`config.mk`:
```
export PLATFORM = sky130hd
export DESIGN_NAME = light_fade_strobe_controller
export DESIGN_NICKNAME = d
export VERILOG_FILES = /design/src/lfsc_pkg.sv /design/src/light_fade_strobe_controller.sv
export SDC_FILE = /design/constraint.sdc
export NUM_CORES = 2
export LEC_CHECK = 0
export BUFFER_PORTS_ARGS = -buffer_cell sky130_fd_sc_hd__buf_2
export CAP_MARGIN = 20
export CORE_AREA = 3 3 234 351
export DETAILED_ROUTE_END_ITERATION = 7
export DIE_AREA = 0 0 237 354
export PLACE_DENSITY = 0.75
export SYNTH_ARGS = -nofsm -noshare
export SYNTH_HDL_FRONTEND = slang
export SYNTH_SLANG_ARGS = --single-unit
```
`constraint.sdc`:
```
create_clock -name clk -period 25.9 [get_ports clk]
set_input_delay 5.18 -clock clk [delete_from_list [all_inputs] [get_ports clk]]
set_output_delay 5.18 -clock clk [all_outputs]
set_load 0.01 [all_outputs]
```
`src/lfsc_pkg.sv`:
```
// Light fade/strobe controller package: codes, beat widths, sequencer type
// and the random-level helper. Depends on nothing.
`default_nettype none
package lfsc_pkg;

	localparam int S_TDATA_W = 40;
	localparam int M_TDATA_W = 72;
	localparam int CFG_IDX_W = 3;
	localparam int CFG_DATA_W = 32;

	localparam logic [1:0] TYPE_STROBE = 2'd0;
	localparam logic [1:0] TYPE_SWITCH = 2'd1;
	localparam logic [1:0] TYPE_FLICKY = 2'd2;
	localparam logic [1:0] TYPE_RANDOM = 2'd3;

	localparam logic [2:0] MODE_ON    = 3'd0;
	localparam logic [2:0] MODE_OFF   = 3'd1;
	localparam logic [2:0] MODE_UP    = 3'd2;
	localparam logic [2:0] MODE_DOWN  = 3'd3;
	localparam logic [2:0] MODE_FLICK = 3'd4;

	localparam logic [2:0] REG_LIGHT_TYPE = 3'd0;
	localparam logic [2:0] REG_INIT_STATE = 3'd1;
	localparam logic [2:0] REG_FADE_UP    = 3'd2;
	localparam logic [2:0] REG_FADE_DOWN  = 3'd3;
	localparam logic [2:0] REG_ON_HOLD    = 3'd4;
	localparam logic [2:0] REG_OFF_HOLD   = 3'd5;
	localparam logic [2:0] REG_BASE       = 3'd6;

	localparam logic [30:0] RATE_RESET  = 31'd429496729;
	localparam logic [15:0] BASE_RESET  = 16'd65535;
	localparam logic [31:0] ONE_FX      = 32'd65536;
	localparam logic [31:0] FLICKER_PER = 32'd1750;
	localparam logic [31:0] JITTER_PER  = 32'd3553;
	localparam logic [15:0] LVL_SET     = 16'ha000;
	localparam logic [15:0] LVL_KEEP    = ~16'hf000;

	typedef enum logic [3:0] {
		ST_IDLE  = 4'b0001,
		ST_STEP  = 4'b0010,
		ST_UPD   = 4'b0100,
		ST_SCALE = 4'b1000
	} seq_state_t;

	// residue mod 3 via base-4 digit sums (4 = 1 mod 3)
	function automatic logic [1:0] mod3_16(input logic [15:0] v);
		logic [4:0] s;
		logic [2:0] t;
		logic [1:0] r;
		s = '0;
		for (int i = 0; i < 8; i++) begin
			s = s + 5'(v[2*i +: 2]);
		end
		t = 3'(s[1:0]) + 3'(s[3:2]) + 3'(s[4]);
		unique case (t)
			3'd0, 3'd3, 3'd6: r = 2'd0;
			3'd1, 3'd4, 3'd7: r = 2'd1;
			default:          r = 2'd2;
		endcase
		return r;
	endfunction

	// r mod 24 < 8 exactly when r mod 3 equals (r mod 8) mod 3
	function automatic logic [31:0] rand_level(input logic [15:0] r);
		logic low;
		low = (mod3_16({13'd0, r[2:0]}) == mod3_16(r));
		return low ? {16'd0, r | LVL_SET} : {16'd0, r & LVL_KEEP};
	endfunction

endpackage
`default_nettype wire

```
`src/light_fade_strobe_controller.sv`:
```
// Light fade/strobe/flicker controller top level: config registers, state,
// one shared 21x32 multiplier under a four-state sequencer. Uses lfsc_pkg.
//
// channel  dir  handshake          payload
// s_*      in   s_tvalid/s_tready  tuser: req_type; tdata: frame_time, random_value, new_state
// m_*      out  m_tvalid/m_tready  tdata: level_multiplier, brightness, light_state
// cfg_*    in   cfg_valid/cfg_ready cfg_index, cfg_data
//
// Each item runs step multiply, state update, then scale multiply into the output
// register, in turn, since the one multiplier is shared between the steps.
// s_tready is high only in idle; cfg_ready is always high.
// A result waiting in the output register stalls only the scale step.
// arst_n clears control state and loads register defaults.
`default_nettype none
module light_fade_strobe_controller (
	input  wire logic                            clk,
	input  wire logic                            arst_n,
	input  wire logic                            s_tvalid,
	output      logic                            s_tready,
	// [19:0] frame_time, [35:20] random_value, [38:36] new_state, [39] zero
	input  wire logic [lfsc_pkg::S_TDATA_W-1:0]  s_tdata,
	// [0] req_type
	input  wire logic                            s_tuser,
	output      logic                            m_tvalid,
	input  wire logic                            m_tready,
	// [31:0] level_multiplier, [63:32] brightness, [66:64] light_state, [71:67] zero
	output      logic [lfsc_pkg::M_TDATA_W-1:0]  m_tdata,
	input  wire logic                            cfg_valid,
	output      logic                            cfg_ready,
	input  wire logic [lfsc_pkg::CFG_IDX_W-1:0]  cfg_index,
	input  wire logic [lfsc_pkg::CFG_DATA_W-1:0] cfg_data
);
	import lfsc_pkg::*;

	seq_state_t state_q;

	logic [1:0]  type_q;
	logic [2:0]  init_q;
	logic [30:0] up_rate_q, down_rate_q, on_rate_q, off_rate_q;
	logic [15:0] base_q;

	logic [2:0]  mode_q;
	logic [31:0] level_q, phase_q, flick_q;

	logic        req_q;
	logic [19:0] ft_q;
	logic [15:0] rnd_q;
	logic [2:0]  ns_q;
	logic [31:0] diff_q;

	logic        m_tvalid_q;
	logic [M_TDATA_W-1:0] m_tdata_q;

	logic signed [20:0] mul_a;
	logic signed [31:0] mul_b;
	logic signed [52:0] mul_p;
	logic [30:0] rate_sel;

	logic [2:0]  mode_d;
	logic [31:0] level_d, phase_d, flick_d;
	logic [31:0] ft_ext, pt_step, pt_ft, fl_ft, rnd_lvl;

	logic        cfg_fire, in_fire, out_free;
	logic [1:0]  rin_type;
	logic [2:0]  rin_init, rin_mode;
	logic [31:0] bright;

	assign cfg_ready = 1'b1;
	assign cfg_fire  = cfg_valid & cfg_ready;
	assign s_tready  = (state_q == ST_IDLE);
	assign in_fire   = s_tvalid & s_tready;
	assign out_free  = ~m_tvalid_q | m_tready;
	assign m_tvalid  = m_tvalid_q;
	assign m_tdata   = m_tdata_q;

	always_comb begin
		unique case (mode_q)
			MODE_UP:   rate_sel = up_rate_q;
			MODE_DOWN: rate_sel = down_rate_q;
			MODE_OFF:  rate_sel = off_rate_q;
			default:   rate_sel = on_rate_q;
		endcase
	end

	assign mul_a = (state_q == ST_SCALE) ? $signed({5'd0, base_q}) : $signed({1'b0, ft_q});
	assign mul_b = (state_q == ST_SCALE) ? $signed(level_q) : $signed({1'b0, rate_sel});
	assign mul_p = mul_a * mul_b;

	assign bright = (type_q == TYPE_RANDOM && mode_q == MODE_OFF) ? 32'd0 : mul_p[47:16];

	assign ft_ext  = {12'd0, ft_q};
	assign pt_step = phase_q + diff_q;
	assign pt_ft   = phase_q + ft_ext;
	assign fl_ft   = flick_q + ft_ext;
	assign rnd_lvl = rand_level(rnd_q);

	always_comb begin
		mode_d  = mode_q;
		level_d = level_q;
		phase_d = phase_q;
		flick_d = flick_q;
		priority if (req_q) begin
			mode_d  = ns_q;
			phase_d = '0;
			flick_d = '0;
		end else if (type_q == TYPE_RANDOM) begin
			if (mode_q == MODE_FLICK) begin
				if (pt_ft > FLICKER_PER) begin
					level_d = rnd_lvl;
					phase_d = '0;
				end else begin
					phase_d = pt_ft;
				end
			end
		end else if (mode_q == MODE_UP) begin
			if (type_q == TYPE_FLICKY) begin
				if (fl_ft > JITTER_PER) begin
					level_d = rnd_lvl;
					flick_d = '0;
				end else begin
					flick_d = fl_ft;
				end
			end else begin
				level_d = level_q + diff_q;
			end
			if (pt_step > ONE_FX) begin
				mode_d  = MODE_ON;
				phase_d = '0;
				level_d = ONE_FX;
			end else begin
				phase_d = pt_step;
			end
		end else if (mode_q == MODE_DOWN) begin
			level_d = level_q - diff_q;
			if (pt_step > ONE_FX) begin
				mode_d  = MODE_OFF;
				phase_d = '0;
				level_d = '0;
			end else begin
				phase_d = pt_step;
			end
		end else if (type_q == TYPE_STROBE &&
		             (mode_q == MODE_ON || mode_q == MODE_OFF)) begin
			if (pt_step > ONE_FX) begin
				mode_d  = (mode_q == MODE_ON) ? MODE_DOWN : MODE_UP;
				phase_d = '0;
			end else begin
				phase_d = pt_step;
			end
		end
	end

	// reload values for a type or initial-state write
	assign rin_type = (cfg_index == REG_LIGHT_TYPE) ? cfg_data[1:0] : type_q;
	assign rin_init = (cfg_index == REG_INIT_STATE) ? cfg_data[2:0] : init_q;
	assign rin_mode = (rin_type == TYPE_RANDOM) ? MODE_FLICK : rin_init;

	always_ff @(posedge clk or negedge arst_n) begin
		if (!arst_n) begin
			state_q     <= ST_IDLE;
			m_tvalid_q  <= 1'b0;
			type_q      <= TYPE_STROBE;
			init_q      <= MODE_ON;
			up_rate_q   <= RATE_RESET;
			down_rate_q <= RATE_RESET;
			on_rate_q   <= RATE_RESET;
			off_rate_q  <= RATE_RESET;
			base_q      <= BASE_RESET;
			mode_q      <= MODE_ON;
			level_q     <= ONE_FX;
			phase_q     <= '0;
			flick_q     <= '0;
		end else begin
			if (state_q == ST_SCALE && out_free) begin
				m_tvalid_q <= 1'b1;
			end else if (m_tready) begin
				m_tvalid_q <= 1'b0;
			end
			unique case (state_q)
				ST_IDLE: begin
					if (in_fire) begin
						state_q <= ST_STEP;
					end
				end
				ST_STEP: begin
					state_q <= ST_UPD;
				end
				ST_UPD: begin
					mode_q  <= mode_d;
					level_q <= level_d;
					phase_q <= phase_d;
					flick_q <= flick_d;
					state_q <= ST_SCALE;
				end
				ST_SCALE: begin
					if (out_free) begin
						state_q <= ST_IDLE;
					end
				end
				default: begin
					state_q <= ST_IDLE;
				end
			endcase
			if (cfg_fire) begin
				unique case (cfg_index)
					REG_LIGHT_TYPE: type_q      <= cfg_data[1:0];
					REG_INIT_STATE: init_q      <= cfg_data[2:0];
					REG_FADE_UP:    up_rate_q   <= cfg_data[30:0];
					REG_FADE_DOWN:  down_rate_q <= cfg_data[30:0];
					REG_ON_HOLD:    on_rate_q   <= cfg_data[30:0];
					REG_OFF_HOLD:   off_rate_q  <= cfg_data[30:0];
					REG_BASE:       base_q      <= cfg_data[15:0];
					default: ;
				endcase
				if (cfg_index == REG_LIGHT_TYPE || cfg_index == REG_INIT_STATE) begin
					mode_q  <= rin_mode;
					level_q <= (rin_mode == MODE_OFF) ? 32'd0 : ONE_FX;
					phase_q <= '0;
					flick_q <= '0;
				end
			end
		end
	end

	always_ff @(posedge clk) begin
		if (in_fire) begin
			req_q <= s_tuser;
			ft_q  <= s_tdata[19:0];
			rnd_q <= s_tdata[35:20];
			ns_q  <= s_tdata[38:36];
		end
		if (state_q == ST_STEP) begin
			diff_q <= mul_p[47:16];
		end
		if (state_q == ST_SCALE && out_free) begin
			m_tdata_q <= {5'd0, mode_q, bright, level_q};
		end
	end

endmodule
`default_nettype wire

```
==> results <==
- The flow ran to the end, and the final reports show no timing, DRC or antenna violations.
- The timing endpoint of the critical path is m_tdata[61].
- Hold timing on the final database bottoms out at a slack of a little under 0.5 ns.
- The number of max-slew violations in the final report is 0.
- The via count of the first global-routing pass is a little under 40000.
- The arrival time of the worst setup path is 11.20 ns.
- The final-report setup violation count is 0.
- The TritonCTS buffer count is 42.
- The required time reported for the critical path endpoint is about 26 ns.
- The warning count from the yosys run is 0.
- The number of hold buffers added after CTS is 0.
- The overflow left after global routing is 0.
- After clock tree synthesis, the repair step resized 0 gates.
- In the final timing run, aggregate negative setup slack is 0 ns.
- The library cell used most frequently in the layout, excluding fill and tap cells, is sky130_fd_sc_hd__inv_1.
- The start-to-end type of the worst setup path is register to register.
- The final-report hold violation count was 0.
- Setup slack on the worst reg-to-reg path comes out at 15.05 ns.
- The first routing iteration left 3088 violations.
- Sequential cells were found to cover 22.9% of the synthesized design area.
- Of all flip-flops after synthesis, the portion carrying an async set or reset was about 64%.
- The critical-path maximum fanout is 32.
- The final critical path takes up 41.9% of the cycle.
- The startpoint of the most critical register-to-register path is mode_q[0].
- The maximum buffer depth of the clock tree is 3.
- For the pin with the worst max-slew slack, the measured transition is 1.13 ns.
- The terminus of the critical flop-to-flop path is m_tdata[61].
- The cell family with the largest share of critical-path delay is adder cells.
- On the worst path, the slowest cell contributes a delay of roughly 0.91 ns.
- The multi-input logic area is 32000 um^2.
- The first global-routing pass estimated ~230000 um of wire.
- Port buffering added between 100 and 150 buffers.
- The placement-stage cell area is 47800 um^2.
- From left edge to right edge, the die measures 237 um.
- Cells with a size suffix above 1 make up between 10% and 20% of the layout.
- The number of buffers and inverters on the critical path is 6.
- Based on the critical path, the design can be clocked at up to slightly above 0.09 GHz.
- Detailed placement finished with a half-perimeter wire length of about 120000 um.
- In this run, synthesis inferred 139 flip-flops with an integrated enable.
- In this run the worst hold path is classified as register to register.
- The pre-antenna-repair detailed-routing pass consisted of 6 iterations.
- Entering global routing, the biggest net connects between 100 and 150 pins.
- After detailed routing, the average wire length per cell comes to 25.3 um.
- The top cell type by area accounts for 26.6% of the synthesized area.
- In this run, distinct cell masters in the synthesized netlist total 98.
- In the post-route analysis, the smallest setup slack over all paths is around 15 ns.
- The layout overhead on the synthesized area is 7.36%.
- The floorplan die area is around 84000 um^2.
- At the placement stage, the worst setup path has a slack of between 15 and 20 ns.
- The minimum clock period after layout is between 10 and 15 ns.
- The number of vias after detailed routing is around 38000.
- The kind of launch point of the worst setup path is a register.
- The routed design has roughly 150000 um of wire.
- The count of buffers added by post-CTS timing repair for setup is 0.
- The cell at the slowest stage of the critical path is sky130_fd_sc_hd__o221ai_1.
- The number of levels in the clock H-tree is 2.
- The number of cells on the worst reg-to-reg path is 32.
- The logic depth of the worst setup path including buffers is 32.
- The post-synthesis sequential element count is 388.
- The filler cell count is ~6600.
- The register area is about 11000 um^2.
- The most numerous cell type found on the critical path is sky130_fd_sc_hd__fa_1.
- The insertion delay to the later sink of the worst-skew pair is between 0.6 and 0.7 ns.
- Tracing the worst setup path back leads to its startpoint at mode_q[0].
- Once the floorplan was initialized, standard cells occupied a little under 60% of the core.
- The library cells used most frequently in the layout, excluding fill and tap cells, are sky130_fd_sc_hd__inv_1, sky130_fd_sc_hd__fa_1, sky130_fd_sc_hd__nor2_1.
- The count of clock tree sinks is 388.
- The die is around 350 um tall.
- Synthesis produced a netlist whose cell count is between 4000 and 5000.
- In the post-synthesis netlist, the biggest area contributors are sky130_fd_sc_hd__fa_1, sky130_fd_sc_hd__dfrtp_1, sky130_fd_sc_hd__edfxtp_1.
- Global routing used 36.4% of the available tracks.
- The detail-routed via count per cell is about 6.3.
- The number of nets in the layout is approximately 5900.
- In the routed design, unresolved DRC markers number 0.
- The total of max-cap violations is 0.
- The number of nets with antenna violations after detailed routing is 0.
- The mapped netlist covers roughly 46000 um^2.
- After routing the design area is around 49000 um^2.
- After clock tree synthesis, the clock-pin slew on the worst setup and hold paths is roughly 0.07 ns.
- Headroom to the max-slew limit came out at around 25%.
- The weighted congestion reported at the end of routability-driven placement is 1.01.
- The kind of capture point of the worst setup path is a register.
- The area of the placeable core is 79600 um^2.
- The clock tree skew after final layout is a little over 0.04 ns.
- The floorplan row count is 127.
- Setup repair after global routing left no endpoint under its margin.
- The top flip-flop cell by instance count after synthesis is sky130_fd_sc_hd__dfrtp_1.
- TritonCTS built the clock tree.
- The top cell type by total area after synthesis is sky130_fd_sc_hd__fa_1.
- The initial antenna violation count is 4.
- The mean instance size in the synthesized netlist is roughly 9.4 um^2.
- CTS placed an instance of sky130_fd_sc_hd__clkbuf_16 at the clock tree root.
- For this design the top-level I/O count stands at ~160.
==> cells by family (layout without fill, tap and decap cells) <==
| kind of cell | count (synthesis) | after routing | share of synthesized area, % |
|---|---|---|---|
| AND/OR/NAND/NOR | 1496 | 1496 | 15.1 |
| flip-flops | 388 | 388 | 22.9 |
| buffers and inverters | 918 | 994 | 7.61 |
| adder cells (fa/ha/maj) | 872 | 872 | 33.8 |
| XOR/XNOR | 129 | 129 | 2.46 |
| AO/OA/AOI/OAI | 882 | 882 | 13.3 |
| multiplexers | 206 | 206 | 4.90 |
| other | 2 | 7 | 0.0164 |
==> worst register-to-register path: cells and delay by family, from the launching register on <==
| kind | cells | cell delay, ns |
|---|---|---|
| buffers and inverters | 6 | 1.10 |
| DFF | 1 | 0.63 |
| xor gates and xnor gates | 1 | 0.39 |
| adders and majority gates | 8 | 3.68 |
| AOI/OAI and AO/OA | 9 | 2.76 |
| and+or+nand+nor | 8 | 2.03 |
==> area by class of cell <==
cell class,instances,area share (%)
diodes,1,0.00508
flip-flops and latches,388,21.3
repair buffers,235,2.88
clock buffers,55,2.36
well taps,1032,2.62
multi-input cells,3591,65.0
clock inverters,23,0.577
inverters,681,5.19
==> synth_stat cells, drive strengths merged, types with 38 or more instances <==
master and n:
inv 681, fa 609, nor2 580, nand2 409
ha 263, a21oi 260, clkbuf 199, dfrtp 171
mux2 150, edfxtp 139, and2 124, o21ai 110
xnor2 94, a21o 88, dfstp 78, nor3 61
mux2i 56, nand3 50, and3 48, nand2b 39
buf 38
==> worst min-delay path by stage <==
stage,start,slack [ns],endpoint,cells after the start
6_report,flick_q[18],0.49,flick_q[18],1
3_5_place_dp,flick_q[18],0.48,flick_q[18],1
5_1_grt,flick_q[18],0.51,flick_q[18],1
2_1_floorplan,level_q[31],0.42,m_tdata[31],0
3_3_place_gp,flick_q[13],0.48,flick_q[13],1
4_1_cts,flick_q[18],0.50,flick_q[18],1
==> sequential cells by signal, indices dropped and copies added (netlist names) <==
register and cells:
base_q 16, diff_q 32, down_rate_q 31, flick_q 32, ft_q 20, init_q 3, level_q 32, m_tdata 67
m_tvalid 1, mode_q 3, ns_q 3, off_rate_q 31, on_rate_q 31, phase_q 32, req_q 1, rnd_q 16
state_q 4, type_q 2, up_rate_q 31
==> layer usage <==
| metal | track usage (%) | vias to the layer above | routed length [um] |
|---|---|---|---|
| met5 | 0 | - | 0 |
| met4 | 28.8 | 0 | 15000 |
| met3 | 6.23 | 588 | 11800 |
| met2 | 60.2 | 1847 | 72500 |
| met1 | 41.6 | 18858 | 52400 |
| li1 | - | 16403 | - |
==> stage by stage <==
step	utilization (%)	std cells
floorplan	-	4897
global placement	60.0	5925
detailed placement	60.0	5925
CTS	61.8	6003
global route	61.9	6006
finish	61.9	6006
Power is not shown: default switching activity piles up to over one toggle a cycle in this logic, so the estimate is an artifact.
